`src/rtl/pwe_pkg.sv`:
```
`timescale 1ns / 1ps
// ----------------------------------------------------------------------------
// pwe_pkg
// shared widths, codes and bundles of the pulse waveform evaluator
// ----------------------------------------------------------------------------
package pwe_pkg;

  localparam int TIME_WIDTH    = 32;
  localparam int LEVEL_WIDTH   = 16;
  localparam int QUO_WIDTH     = LEVEL_WIDTH + 1;
  localparam int PROD_WIDTH    = QUO_WIDTH + TIME_WIDTH;
  localparam int CFG_IDX_WIDTH = 3;
  localparam int CFG_DAT_WIDTH = TIME_WIDTH;

  typedef enum logic [CFG_IDX_WIDTH-1:0] {
    CFG_LOW_LEVEL     = 3'd0,
    CFG_HIGH_LEVEL    = 3'd1,
    CFG_DELAY_TIME    = 3'd2,
    CFG_RISE_TIME     = 3'd3,
    CFG_FALL_TIME     = 3'd4,
    CFG_PULSE_WIDTH   = 3'd5,
    CFG_PERIOD_LENGTH = 3'd6
  } cfg_idx_t;

  typedef enum logic [2:0] {
    PH_DELAY   = 3'd0,
    PH_RISING  = 3'd1,
    PH_HIGH    = 3'd2,
    PH_FALLING = 3'd3,
    PH_LOW     = 3'd4
  } phase_t;

  typedef struct packed {
    logic                  valid;
    logic                  pre;
    logic [TIME_WIDTH-1:0] rem;
  } mod_res_t;

  typedef struct packed {
    logic                  valid;
    phase_t                phase;
    logic [PROD_WIDTH-1:0] prod;
    logic [TIME_WIDTH-1:0] den;
  } div_req_t;

  typedef struct packed {
    logic                 valid;
    phase_t               phase;
    logic [QUO_WIDTH-1:0] quo;
  } div_res_t;

endpackage

```
`src/rtl/pwe_div_unit.sv`:
```
`timescale 1ns / 1ps
// ----------------------------------------------------------------------------
// pwe_div_unit
// pipelined ramp quotient, one quotient bit per stage
// ----------------------------------------------------------------------------
module pwe_div_unit (
  input  logic              clk,
  input  logic              rst_n,
  input  logic              en,
  input  pwe_pkg::div_req_t req,
  output pwe_pkg::div_res_t res
);
  import pwe_pkg::*;

  localparam int TW = TIME_WIDTH;
  localparam int QW = QUO_WIDTH;

  logic [TW-1:0] rem_r   [QW];
  logic [QW-1:0] low_r   [QW];
  logic [TW-1:0] den_r   [QW];
  logic [QW-1:0] quo_r   [QW];
  phase_t        phase_r [QW];
  logic          valid_r [QW];

  for (genvar k = 0; k < QW; k++) begin : g_step
    logic [TW-1:0] prev_rem;
    logic [QW-1:0] prev_low;
    logic [TW-1:0] prev_den;
    logic [QW-1:0] prev_quo;
    phase_t        prev_phase;
    logic          prev_valid;
    logic [TW:0]   trial;
    logic [TW:0]   diff;
    logic          fits;

    // product is below den times two to the quotient width, so the top part starts below den
    if (k == 0) begin : g_first
      assign prev_rem   = req.prod[PROD_WIDTH-1:QW];
      assign prev_low   = req.prod[QW-1:0];
      assign prev_den   = req.den;
      assign prev_quo   = '0;
      assign prev_phase = req.phase;
      assign prev_valid = req.valid;
    end else begin : g_next
      assign prev_rem   = rem_r[k-1];
      assign prev_low   = low_r[k-1];
      assign prev_den   = den_r[k-1];
      assign prev_quo   = quo_r[k-1];
      assign prev_phase = phase_r[k-1];
      assign prev_valid = valid_r[k-1];
    end

    // one restoring step
    always_comb begin
      trial = {prev_rem, prev_low[QW-1]};
      diff  = trial - {1'b0, prev_den};
      fits  = (trial >= {1'b0, prev_den});
    end

    // stage valid
    always_ff @(posedge clk) begin
      if (!rst_n) begin
        valid_r[k] <= 1'b0;
      end else if (en) begin
        valid_r[k] <= prev_valid;
      end
    end

    // stage payload
    always_ff @(posedge clk) begin
      if (en) begin
        rem_r[k]   <= fits ? diff[TW-1:0] : trial[TW-1:0];
        low_r[k]   <= {prev_low[QW-2:0], 1'b0};
        den_r[k]   <= prev_den;
        quo_r[k]   <= {prev_quo[QW-2:0], fits};
        phase_r[k] <= prev_phase;
      end
    end
  end

  assign res.valid = valid_r[QW-1];
  assign res.phase = phase_r[QW-1];
  assign res.quo   = quo_r[QW-1];

endmodule

```
`config.mk`:
```
export PLATFORM = sky130hd
export DESIGN_NAME = pwe_div_unit
export DESIGN_NICKNAME = d
export VERILOG_FILES = /design/src/rtl/pwe_pkg.sv /design/src/rtl/pwe_div_unit.sv
export SDC_FILE = /design/constraint.sdc
export NUM_CORES = 2
export LEC_CHECK = 0
export ABC_AREA = 1
export BUFFER_PORTS_ARGS = -buffer_cell sky130_fd_sc_hd__buf_4
export CORE_UTILIZATION = 39
export DETAILED_ROUTE_END_ITERATION = 12
export HOLD_SLACK_MARGIN = 0.1
export SYNTH_ARGS = -nofsm -noshare
export SYNTH_HDL_FRONTEND = slang
export SYNTH_SLANG_ARGS = --single-unit
```
`constraint.sdc`:
```
create_clock -name clk -period 2.4 [get_ports clk]
set_input_delay 0.24 -clock clk [delete_from_list [all_inputs] [get_ports clk]]
set_output_delay 0.24 -clock clk [all_outputs]
set_load 0.005 [all_outputs]
```
[After elaboration in Yosys (flattened, before gate mapping)]
Memories as Yosys holds them, arrays and structs flattened.
Index checks and enable logic that the tools add are counted.
Word-level totals
  register bits after elaboration: 0
  input bits: 88
  output and inout bits: 21
  memories kept: 6
  memory bits (writable): 1717
  logic and storage cells: 96
Operators by class
  bitwise gates (word level): 17
  muxes and demuxes: 39
  add/subtract/negate cells: 17
  order comparisons: 17
Memory list
  den_r: words 17, width 32, rd ports 16, clocked after Yosys merged registers in 0, wr ports 17, RTL line pwe_div_unit.sv:20  | logic [TW-1:0] den_r [QW];
  rem_r: words 17, width 32, rd ports 16, clocked after Yosys merged registers in 0, wr ports 17, RTL line pwe_div_unit.sv:18  | logic [TW-1:0] rem_r [QW];
  quo_r: words 17, width 17, rd ports 17, clocked after Yosys merged registers in 0, wr ports 17, RTL line pwe_div_unit.sv:21  | logic [QW-1:0] quo_r [QW];
  low_r: words 17, width 16, rd ports 16, clocked after Yosys merged registers in 0, wr ports 17, RTL line pwe_div_unit.sv:19  | logic [QW-1:0] low_r [QW];
  phase_r: words 17, width 3, rd ports 17, clocked after Yosys merged registers in 0, wr ports 17, RTL line pwe_div_unit.sv:22  | phase_t phase_r [QW];
  valid_r: words 17, width 1, rd ports 17, clocked after Yosys merged registers in 0, wr ports 17, RTL line pwe_div_unit.sv:23  | logic valid_r [QW];
Operators with widths (number)
  $ge 33x32->1: 17
  $mux 32: 17
  $sub 32x32->32: 17
  $mux 1: 22
  $or 1x1->1: 17

[Logic depth before layout (Yosys ltp)]
  depth in word-level cells: 4
  depth in mapped cells: 16
  depth with buffers taken out: 15

[Worst setup path before layout]
OpenSTA, ideal clock, no wires.
  path type: flip-flop to flip-flop
  start point: memory rem_r[0][27] (netlist bit)
  end point: memory rem_r[0][62] (netlist bit), data pin
  setup slack: 0.390 ns
  period minus slack after synthesis: 2.010 ns
  arrival: 1.757 ns
  setup time: 0.253 ns
  buffers on the path: 1
  required time: 2.147 ns
  stages on the path, launching flop included: 11
  cells stage by stage: edfxtp_1 -> ha_1 -> a21oi_1 -> o21ai_1 -> a21oi_1 -> nand2_1 -> nor2_1 -> nand2_4 -> buf_6 -> nand3_1 -> nand2_1
RTL lines (RTL line)
  from (decl): pwe_div_unit.sv:18

==> metrics.md <==
| Metric | Value |
|---|---|
| Outcome | `completed` |
| Initial Utilization | `0.393` |
| Primary FF master, synth | `edfxtp_1` |
| Worst-Margin Slew | `roughly 0.67 ns` |
| Simple-gate share of the synthesized area | `0.311` |
| Final Critical Period | `2.40 ns` |
| Top cell type's share of synthesized area | `0.453` |
| Synthesized Nets | `12,700` |
| Clock Tree Buf Depth | `3` |
| Pwr Total | `150,000 uW` |
| RSZ-0062 raised after global routing | `true` |
| Via Count | `81,900` |
| Vias in the first global route | `around 75,000` |
| CP max stage delay | `0.48 ns` |
| Slowest stage cell, crit path | `edfxtp_1` |
| Final worst slack | `roughly 0.0023 ns` |
| Synth area leaders | `edfxtp_1 (45%), nand2_1 (19%), inv_1 (10%)` |
| Clock Pin Slew Worst Setup and Hold Paths | `0.06 ns` |
| Clock Sinks | `1,381` |
| Std-Cell Rows | `approximately 180` |
| CTS Root Cell | `clkbuf_16` |
| Async S/R FF share, synth | `0` |
| Initial antenna violation count | `12` |
| Wire per inst | `between 15 and 20 um` |
| Worst-path cell chain | `ha_4, buf_6, nand2_4, nor2_4, nand3_2, nor2_4, nand3_2, nand3_2, nor2_4, nand2_8, buf_12, nand2_1, nand2_2` |
| Fin crit share | `0.999` |
| Crit path max-delay family | `simple AND/OR/NAND/NOR gates` |
| VDD IR max | `0.793 mV` |
| WS Path Type | `flip-flop to flip-flop` |
| XOR/XNOR Fraction of Synth Area | `0.0216` |
| Routed met2 length | `136 mm` |
| Post-Syn Area | `0.0915 mm2` |
| Complex-gate fraction of the synthesized area | `0.0220` |
| Metal-1 WL | `between 100 and 150 mm` |
| RePlAce Congestion | `0.980` |
| Height of the die | `486 um` |
| Htree depth | `4` |
| Post-synthesis sequential area ratio | `0.453` |
| HP Class | `input pin to flip-flop` |
| Die X-Extent | `486 um` |
| Largest net degree at the start of global routing | `97` |
| CP startpoint | `rem_r[0][311]` |
| CTS buffer count | `161` |
| Filler cells | `21,900` |
| CTS tree | `built` |
| Most common cell in the synthesized netlist | `nand2_1` |
| First-pass GRT wire length | `434 mm` |
| WP buf/inv | `2` |
| Main combinational cell family by area after synthesis | `simple AND/OR/NAND/NOR gates` |
| Yosys top cell by area | `edfxtp_1` |
| Area of the multi-input gates | `0.0453 mm2` |
| Cell Pwr Density | `1240 mW/mm2` |
| Critical Path Start Type | `flip-flop` |
| Crit path required time | `2.98 ns` |
| Fin. Hold Viols | `0` |
| Final Setup Violations | `0` |
| Reg area | `just over 0.04 mm2` |
| # IOs | `109` |
| CP Capture Type | `flip-flop` |
| Vias/cell | `4.77` |
| Drt first-iter violations | `7,265` |
| Leak pwr | `0.0610 uW` |
| DRC | `0` |
| Post-Synth Adder-Cell Area | `0.0779` |
| Crit-path max FO | `6` |
| Synthesis-stage register bit count | `1,381` |
| Multiplexer share of the synthesized area | `0` |
| First-pass iteration count of the detailed router | `9` |
| Worst r2r src | `rem_r[0][311]` |
| Remaining Overflow, GRT | `0` |
| Library cells used by synthesis | `38` |
| Final WL | `between 200 and 300 mm` |
| Pre-CTS setup slack | `-0.355 ns` |
| Met3 wire len | `around 20 mm` |
| Area of the core | `0.233 mm2` |
| Worst Skew | `0.0402 ns` |
| Total GRT Usage | `0.240` |
| Total negative slack | `0 ns` |
| Syn_area_per_cell | `~7.6 um2` |
| Proportion of layout cells with a drive suffix above 1 | `0.216` |
| Final-stage net count | `14,600` |
| Hold_sp | `req[40]` |
| MaxCap Viol Count | `0` |
| Fin. max-slew vios | `0` |
| Most instantiated cells after synthesis | `nand2_1 (4,589), inv_1 (2,498), edfxtp_1 (1,380)` |
| WP data arrival | `2.98 ns` |
| Synth warnings | `0` |
| Die ar. | `0.236 mm2` |
| Later-pin clock latency in the skew report | `between 0.8 and 0.9 ns` |
| Slew Limit Headroom | `0.550` |
| Dpl hpwl | `~230 mm` |
| EDFF count, synth | `1,380` |
| FMAX | `between 400 and 500 MHz` |
| Port-buffer cells | `108` |
| Area growth syn-to-layout | `32.5%` |
| Post-DRT Antenna Nets | `0` |
| Max layer used | `met5` |
| Mapped Cells | `12,000` |
==> state kept, by name (all words and copies together) (netlist names) <==
signal / count
den_r: 512
phase_r: 51
low_r: 136
quo_r: 153
rem_r: 512
valid_r: 17
==> cell families after synthesis <==
| logic type | after synthesis |
|---|---|
| AO/OA/AOI/OAI | 390 |
| XOR/XNOR | 226 |
| adder cells (fa/ha/maj) | 560 |
| buffers and inverters | 2651 |
| flip-flops | 1381 |
| AND/OR/NAND/NOR | 6819 |
==> metal layers <==
metal	global-route usage	vias to the layer above
met2	0.383	2410
met5	0	-
met1	0.333	37600
li1	-	41400
met3	0.0378	406
met4	0.0697	8
==> power by group <==
| part | total [uW] | switching (uW) | leakage [uW] | internal, uW |
|---|---|---|---|---|
| Clock | 24800 | 10600 | 0.00255 | 14300 |
| Sequential | 40100 | 5190 | 0.0136 | 34900 |
| Combinational | 85000 | 48800 | 0.0449 | 36100 |
| Total | 150000 | 64600 | 0.0610 | 85300 |
==> timing repair <==
item / in CTS / in global routing
cloned: 0 / 24
resized for setup: 104 / 974
pin swaps: 8 / 142
setup endpoints to repair: 334 / 478
buffers inserted: 23 / 220
hold endpoints to repair: 372 / 0
hold buffers: 122 / 0
==> cell usage in the layout (no fill, tap or decap), drive strengths merged, types with 137 or more instances in the layout <==
| cell type | synthesis | layout |
|---|---|---|
| nor3 | 137 | 137 |
| inv | 2500 | 2509 |
| nand3 | 1043 | 1043 |
| a21oi | 326 | 326 |
| ha | 544 | 544 |
| edfxtp | 1380 | 1380 |
| nor2 | 735 | 735 |
| clkbuf | 15 | 204 |
| nand2 | 4639 | 4644 |
| xor2 | 204 | 204 |
| buf | 136 | 1721 |
==> area by class of cell <==
type                       count  area share
timing repair buffer        1862       0.130
multi-input combinational   8000       0.374
sequential                  1381       0.342
antenna                        8    0.000165
inverter                    2500      0.0774
clock buffer                 185      0.0343
tap                         3132      0.0323
clock inverter               102     0.00944
==> stage by stage <==
stage / hold slack [ns] / area [um2] / std cells / util
2_1_floorplan: 0.339 / 91500 / 12000 / -
3_3_place_gp: 0.400 / 106000 / 16500 / 0.457
3_5_place_dp: 0.405 / 106000 / 16500 / 0.457
4_1_cts: 0.102 / 114000 / 16900 / 0.488
5_1_grt: 0.127 / 121000 / 17200 / 0.521
6_report: 0.155 / 121000 / 17200 / 0.521
==> final timing paths <==
check                           cells past startpoint       endpoint  slack (ns)
worst max register to register                     13  rem_r[0][340]       0.002
worst min-delay path                                2    low_r[0][8]        0.16
worst min register to register                      0  low_r[0][157]        0.40
worst max-delay path                               13  rem_r[0][340]       0.002
No activity file was read; power rests on OpenSTA's default activity.
